## src/sv/scfsa_pkg.sv

```systemverilog
// Shared types, constants and the size-class lookup for the size class
// free stack allocator. No dependencies; the controller, datapath and top import this package.
package scfsa_pkg;

  localparam int STACK_DEPTH_DEF = 512;
  localparam int BIN_TOTAL_DEF   = 7;
  localparam int BIN_MAX         = 7;
  localparam int PAGE_BYTES      = 4096;
  localparam int PAGE_SHIFT      = 12;
  localparam int MIN_CHUNK_SHIFT = 5;
  localparam int ADDR_W          = 48;
  localparam int ENTRY_W         = ADDR_W - MIN_CHUNK_SHIFT;
  localparam int PAGE_CNT_W      = 21;
  localparam int BIN_W           = 3;
  localparam int GRANT_CNT_W     = 8;   // up to 128 chunks per page
  localparam int GRANT_IDX_W     = 7;

  typedef enum logic [1:0] {
    REQ_ALLOC = 2'd0,
    REQ_FREE  = 2'd1,
    REQ_GRANT = 2'd2
  } req_t;

  typedef enum logic [3:0] {
    ST_ALLOCATED   = 4'd0,
    ST_ZERO        = 4'd1,
    ST_REFILL      = 4'd2,
    ST_LARGE_PAGES = 4'd3,
    ST_LARGE_BYTES = 4'd4,
    ST_FREED       = 4'd5,
    ST_FREE_LARGE  = 4'd6,
    ST_IGNORED     = 4'd7,
    ST_PAGE_OK     = 4'd8,
    ST_OVERFLOW    = 4'd9
  } status_t;

  // Commands from the controller to the datapath.
  typedef struct packed {
    logic cap_in;
    logic decode;
    logic capture;
    logic fill_step;
    logic load_out;
  } ctl_cmd_t;

  // Status from the datapath to the controller.
  typedef struct packed {
    logic need_read;
    logic need_fill;
    logic fill_last;
    logic out_free;
  } dp_stat_t;

  typedef struct packed {
    logic             hit;
    logic [BIN_W-1:0] idx;
  } class_hit_t;

  // Smallest class whose chunk size (32 << i) holds n bytes.
  function automatic class_hit_t class_of(input logic [31:0] n, input int bin_total);
    class_hit_t r;
    r.hit = 1'b0;
    r.idx = '0;
    for (int i = BIN_MAX - 1; i >= 0; i--) begin
      if (i < bin_total && n <= (32'd32 << i)) begin
        r.hit = 1'b1;
        r.idx = BIN_W'(i);
      end
    end
    return r;
  endfunction

endpackage

```

## src/sv/scfsa_ctrl.sv

```systemverilog
// Controller state machine of the allocator: sequences accept, decode,
// stack read, page carving and result hand-off. Depends on scfsa_pkg.
module scfsa_ctrl import scfsa_pkg::*; (
  input  logic     clk,
  input  logic     rst,
  input  logic     s_tvalid,
  output logic     s_tready,
  input  dp_stat_t stat,
  output ctl_cmd_t cmd
);

  typedef enum logic [4:0] {
    S_IDLE   = 5'b00001,
    S_DECODE = 5'b00010,
    S_READ   = 5'b00100,
    S_FILL   = 5'b01000,
    S_WAIT   = 5'b10000
  } state_t;

  state_t state, state_next;

  always_ff @(posedge clk) begin
    if (rst) begin
      state <= S_IDLE;
    end else begin
      state <= state_next;
    end
  end

  always_comb begin
    state_next = state;
    cmd        = '0;
    s_tready   = 1'b0;
    unique case (state)
      S_IDLE: begin
        s_tready = 1'b1;
        if (s_tvalid) begin
          cmd.cap_in = 1'b1;
          state_next = S_DECODE;
        end
      end
      S_DECODE: begin
        cmd.decode = 1'b1;
        if (stat.need_read) begin
          state_next = S_READ;
        end else if (stat.need_fill) begin
          state_next = S_FILL;
        end else begin
          state_next = S_WAIT;
        end
      end
      S_READ: begin
        cmd.capture = 1'b1;
        state_next  = S_WAIT;
      end
      S_FILL: begin
        cmd.fill_step = 1'b1;
        if (stat.fill_last) begin
          state_next = S_WAIT;
        end
      end
      S_WAIT: begin
        if (stat.out_free) begin
          cmd.load_out = 1'b1;
          state_next   = S_IDLE;
        end
      end
      default: begin
        state_next = S_IDLE;
      end
    endcase
  end

endmodule

```

## config.mk

```make
export PLATFORM = sky130hd
export DESIGN_NAME = scfsa_ctrl
export DESIGN_NICKNAME = d
export VERILOG_FILES = /design/src/sv/scfsa_pkg.sv /design/src/sv/scfsa_ctrl.sv
export SDC_FILE = /design/constraint.sdc
export NUM_CORES = 1
export LEC_CHECK = 0
export ABC_AREA = 1
export BUFFER_PORTS_ARGS = -buffer_cell sky130_fd_sc_hd__buf_4
export CAP_MARGIN = 20
export CORE_AREA = 2 2 39 41
export DETAILED_ROUTE_END_ITERATION = 16
export DIE_AREA = 0 0 41 43
export PLACE_DENSITY_LB_ADDON = 0.3
export SLEW_MARGIN = 40
export SYNTH_ARGS = -nofsm -noshare
export SYNTH_HDL_FRONTEND = slang
export SYNTH_SLANG_ARGS = --single-unit
export TNS_END_PERCENT = 100
```

## constraint.sdc

```tcl
create_clock -name clk -period 1.5 [get_ports clk]
set_clock_uncertainty 0.15 [all_clocks]
set_input_delay 0 -clock clk [delete_from_list [all_inputs] [get_ports clk]]
set_output_delay 0 -clock clk [all_outputs]
set_load 0.05 [all_outputs]
```

# == Yosys cells after proc, flatten, opt, wreduce, memory -nomap -nowiden ==
# Cells that the tools add are included.
# op_classes
eq_ne,8
mux,14
reduce_logical,1
# op_table
operator,count
two-way mux 5 bit,5
case mux 5 bit (5 select lines),1
two-way mux 1 bit,8
"!= test 2 bit, second input constant",3
"equality test 5 x 1 -> 1 bit, second input constant",1
"equality test 5 x 2 -> 1 bit, second input constant",1
"equality test 5 x 3 -> 1 bit, second input constant",1
"equality test 5 x 4 -> 1 bit, second input constant",1
"equality test 5 bit, second input constant",1
AND reduction 3 bit,1
# word_totals
ff_bits,5
out_inout_bits,6
wordCells,24

# == Depth between registers and ports, before layout ==
# Gate-level depths: netlist of run 1.
# depth
depth_word,3
mapped_depth,7

# == Worst setup path before layout of run 1 ==
# Ideal clock, no wire load.
# synth_timing
kind,flip-flop to output port
start,reg state[0]
end,out cmd[1] (netlist name)
t_arrival_ns,1.995
setup_slack_ns,-0.645
path_stages_with_launch,4
cell_sequence,dfxtp_1 > nor2_2 > inv_2 > nor4_1
# synth_rtl
item,line,text
"start, declared",scfsa_ctrl.sv:20,"state_t state, state_next;"
"start signal, assigned",scfsa_ctrl.sv:26,state <= state_next;
"end, declared",scfsa_ctrl.sv:9,output ctl_cmd_t cmd

==> results of run 1 <==
-- final timing paths --
| check | end | slack, ns | cells past startpoint |
|---|---|---|---|
| max | cmd[2] | 0.12 | 3 |
| min | state[0] | 0.08 | 5 |
| max reg2reg | state[4] | 0.24 | 5 |
| min reg2reg | state[2] | 0.38 | 2 |
-- repair_timing --
| item | in CTS | in global routing |
|---|---|---|
| hold endpoints to repair | 5 | 0 |
| hold buffers | 5 | 0 |
| resized for setup | 0 | 3 |
| setup endpoints to repair | 0 | 1 |
-- placed cells by master (no fill, tap or decap), drive strengths merged, types with 2 or more instances in the layout --
master	Yosys	routed
buf	0	12
clkbuf	0	4
dfxtp	5	5
dlygate4sd3	0	5
inv	12	12
nand2	4	4
nand3	7	7
nand4	3	3
nor2	12	12
nor3	2	2
nor4	2	2
-- cells in the mapped netlist --
cell,count,area share [%]
inv_2,4,4.6
nor2_2,3,5.8
nand3_2,1,3.1
nand4_1,2,3.8
nand4_2,1,3.8
nor2_4,1,3.5
inv_1,8,9.2
nor4_1,2,3.8
nor2_1,8,9.2
nand2_1,4,4.6
dfxtp_1,5,31
nor3_1,2,3.1
nand3_1,6,9.2
a21oi_1,1,1.5
o21bai_1,1,2.3
o21ai_1,1,1.5
-- critical path: stages, from the launching register on --
cell and delay, ns:
dfxtp_1 0.45, inv_1 0.10, nor4_2 0.21, buf_4 0.23
-- cell type report --
type / instances / area share [%]
clock buffer: 4 / 4.91
multi-input combinational: 33 / 37.4
timing repair buffer: 17 / 26.9
inverter: 12 / 8.41
sequential: 5 / 18.7
tap: 16 / 3.74
-- per-layer routing --
layer	track usage [%]	up-vias	share of wire (%)
li1	-	204	-
met1	14.8	176	43
met2	20.9	14	49
met3	3.14	6	4.7
met4	10.0	0	3.7
met5	0	-	0
-- power groups by stage --
| stage | clock, uW | sequential (uW) | combinational [uW] |
|---|---|---|---|
| after global routing | 172 | 163 | 214 |
| after floorplan | 0 | 160 | 126 |
| final | 153 | 160 | 196 |
| after global placement | 0 | 163 | 172 |
| after detailed placement | 0 | 163 | 174 |
| after CTS | 157 | 160 | 186 |
-- stage by stage --
stage                     worst slack, ns  std cells  instance area [um^2]  hold slack (ns)
after floorplan                   -0.0758         50                   338          -0.0809
after global placement              0.277         78                   448           0.0513
after detailed placement            0.261         78                   448           0.0492
after CTS                          0.0558         87                   524           0.0688
after global routing               0.0165         87                   536           0.0989
final                               0.121         87                   536           0.0837
-- cells by family after synthesis --
logic type	count (synthesis)	synth area share, %
AOI/OAI and AO/OA	3	5.38
buffers and inverters	12	13.8
and+or+nand+nor	30	50.0
DFF	5	30.8
==> flow_summary.ini, run 1 <==
[drt]
vias = 400
final_antenna_net_count = 0
routed_wl_um = 908
drt_drc_violations_left = 0
routedWlPerCell_um = 10.4
first_iter_violations = 4
first_pass_iters = 4
vias_per_cell = 4.60

[power_and_ir_drop]
clockPowerShare_pct = 30.0
p_seq_share_pct = 31.5
ir_drop_v = 0.000543
power.leakage_uw = 0.000271
p_total_uw = 509
p_sw_share_pct = 37.9
p_sw_uw = 193
combPwrFrac_pct = 38.5
power_density_mw_per_mm2 = 951
internal_power_uw = 316

[clock_tree]
clockRootBuffer = clkbuf_4
cts_setup_buffers = 0
numClockSinks = 5
cts_tree = built
clkLatencyLatePin_ns = 0.24
h-tree-depth = 1
cts_buffers = 3
cts.reportedPaths.clkPinSlew_ns = 0.05
cts_buffer_depth = 2

[floorplanning]
die_h_um = 43
core_mm2 = 0.00138
initial_utilization_pct = 23.5
die-area_mm2 = 0.00176
die-width_um = 41
boundaryPins = 13
num_rows = 14

[timing]
fin_crit_sh_pct = 91.9
setup_viol = 0
totalNegativeSetupSlack_ns = 0
finalMaxSlewViolations = 0
fin_crit_ns = 1.38
worst_slew_pin_slew_ns = 0.304
fmax_mhz = 725
hold_violations = 0
rsz0062_at_grt = no
worst_slew_margin_rel_pct = 79.7

[worst_setup_path]
critical_path_arrival_ns = 1.23
worstSetupStartpointType = flip-flop
cp_max_fo = 4
cp-startpoint = state[2]
critPathRequiredTime_ns = 1.35
worstSetupPathType = flip-flop to output port
endpoint_kind = output port
rr_startpoint = state[4]

[synth]
netlist_area_um2 = 325
ys_seq_elements = 5
ys.warnings.count = 0
synth.distinct_cells = 16
synth_cells = 50
seq_area_frac_synth_pct = 30.8
synth_area_per_cell_um2 = 6.51
synth_fp_nets = 57

[outcome]
outcome = finished clean

[global_route]
antenna_found_initial = 0
grtUsageTotal_pct = 13.5
grt_start_max_net_pins = 8
grt.overflow.total = 0
grt_pass1_wl_mm = 1.55
grt_pass1_vias = 371

[worst_hold_path]
min_path_type = input pin to flip-flop
min_from = stat[0]

[final_layout]
post-route-util_pct = 38.7
nets = 79
largestRegisters = state: 5 flops
multi_input_area_um2 = 200
largest_register_ffs = 5
nFillCells = 155
drive_gt1_share_pct = 40.8
seq_area_um2 = 100
largest_register = state
area_delta_synth_final_pct = 64.6
antenna_cells = 0

[placed_design]
gp_congestion = 0.716
hpwlAfterDp_um = 640
io_buffers = 12

[flow_run]
cap_viol_max_count = 0
No activity file was read; power rests on OpenSTA's default activity.
==> run 2, diff against run 1 <==
- clock period: 1.5 -> 1.4 ns (I/O delays scaled with it)
==> run 2 against run 1 <==
- sequential share of layout area about the same
- critical path depth up 1
- clock power up 12%
- flip-flop and latch count unchanged
- die area unchanged
- cell count up 2.3%
- combinational power up 17%
- setup slack worse by 0.050 ns
- first-iteration DRC count up 130%
==> flow_summary.ini, run 2 (synthesis gave the netlist of run 1 again) <==
[outcome]
outcome = finished clean

[power_and_ir_drop]
power.leakage_uw = 0.000284
power_density_mw_per_mm2 = 1030
p_total_uw = 580
ir_drop_v = 0.000355

[timing]
hold_violations = 0
finalMaxSlewViolations = 0
fin_crit_ns = 1.33
worst_slew_margin_rel_pct = 79.6
worst_slew_pin_slew_ns = 0.306
setup_viol = 0
fin_crit_sh_pct = 94.9
fmax_mhz = 753
whs_ns = 0.0784

[global_route]
grt_pass1_vias = 348
grt.overflow.total = 0
grt_pass1_wl_mm = 1.26
grt_start_max_net_pins = 8
grtUsageTotal_pct = 11.0
antenna_found_initial = 0

[final_layout]
largest_register = state
drive_gt1_share_pct = 49.3
layout_common_cells = 13 x buf_4, 8 x inv_1, 6 x nor2_1, 5 x nand3_1, 5 x dlygate4sd3_1
largestRegisters = state: 5 flops
seq_area_um2 = 105
multi_input_area_um2 = 208
antenna_cells = 0
largest_register_ffs = 5
area_delta_synth_final_pct = 73.1
final_cell_count_no_fill = 89
nFillCells = 148
nets = 81
final_common_cell = buf_4

[floorplanning]
die-width_um = 41
die-area_mm2 = 0.00176
core_mm2 = 0.00138
initial_utilization_pct = 23.5
boundaryPins = 13
num_rows = 14
die_h_um = 43

[worst_setup_path]
critical_path_depth = 4
critPathRequiredTime_ns = 1.25
critical_path_arrival_ns = 1.18
worstSetupPathType = flip-flop to output port
r2r_slack_ns = 0.16
worstSetupStartpointType = flip-flop
cp-startpoint = state[4]
cp_max_fo = 7
rr_startpoint = state[4]
cp_num_buf_inv = 3
crit_slowest_cell = dfxtp_1
crit_end = s_tready
r2r-end = state[4]
critPathMaxStageDelay_ns = 0.49
path_cells = inv_2 -> nand3_2 -> inv_1 -> buf_4
ff2ff_path_depth = 7
critPathTopFamily = flip-flops
endpoint_kind = output port

[clock_tree]
cts.reportedPaths.clkPinSlew_ns = 0.04
h-tree-depth = 1
numClockSinks = 5
cts_buffers = 3
clockRootBuffer = clkbuf_4
cts_buffer_depth = 2
cts_tree = built
clkLatencyLatePin_ns = 0.25

[placed_design]
io_buffers = 12
hpwlAfterDp_um = 641
gp_congestion = 0.741
dp.cells = 78

[drt]
vias = 409
drt_drc_violations_left = 0
final_antenna_net_count = 0
routed_wl_um = 889
vias_per_cell = 4.60
routedWlPerCell_um = 9.99
first_iter_violations = 9
first_pass_iters = 5

[worst_hold_path]
min_path_type = input pin to flip-flop

[flow_run]
cap_viol_max_count = 0
[run 2: cell types whose count changed in the layout (fill, tap and decap cells not counted), sizes merged]
| cell | previous run | this run |
|---|---|---|
| buf | 12 | 14 |
[run 2: layer usage]
metal / GRT usage (%) / routed length (um) / vias up
met3: 4.71 / 66 / 2
met4: 8.00 / 17 / 0
met1: 10.6 / 375 / 180
li1: - / - / 208
met2: 17.5 / 430 / 19
met5: 0 / 0 / -
[run 2: tightest hold or removal path, delay by kind of cell]
| family | cells | cell delay [ns] |
|---|---|---|
| AO/OA/AOI/OAI | 1 | 0.13 |
| AND/OR/NAND/NOR | 2 | 0.20 |
| buffers and inverters | 2 | 0.12 |
[run 2: final cells by class]
type	instances	share of cell area [%]
Sequential cell	5	18.7
Clock buffer	4	4.67
Inverter	12	8.00
Tap cell	16	3.56
Timing Repair Buffer	19	28.2
Multi-Input combinational cell	33	36.9
[run 2: what timing repair did]
| item | in CTS | in global routing |
|---|---|---|
| gates cloned | 0 | 0 |
| pin swaps | 0 | 2 |
| resized for setup | 1 | 7 |
| endpoints found under the setup margin | 2 | 6 |
| hold buffers | 5 | 0 |
| setup buffers | 0 | 2 |
| endpoints found under the hold margin | 5 | 0 |
[run 2: where the power goes]
part / switching [uW] / internal [uW]
clock: 63.6 / 108
combinational: 136 / 93.9
sequential: 20.0 / 158
[run 2: worst min-delay path by stage]
stage | slack [ns] | endpoint | cells after the start | startpoint
2_1_floorplan | -0.08 | state[3] | 1 | rst
3_3_place_gp | 0.05 | state[3] | 2 | rst
3_5_place_dp | 0.06 | state[3] | 2 | rst
4_1_cts | 0.07 | state[0] | 5 | stat[0]
5_1_grt | 0.11 | state[0] | 5 | stat[0]
6_report | 0.08 | state[0] | 5 | stat[0]
[run 2: metrics by stage]
| step | util, % | TNS [ns] | setup slack, ns | cell area, um^2 |
|---|---|---|---|---|
| detailed placement | 32.5 | 0 | 0.162 | 450 |
| CTS | 38.4 | 0 | 0.00979 | 532 |
| finish | 40.7 | 0 | 0.0714 | 563 |
| global placement | 32.5 | 0 | 0.167 | 450 |
| global route | 40.7 | -0.00344 | -0.00344 | 563 |
| floorplan | - | -0.338 | -0.176 | 340 |
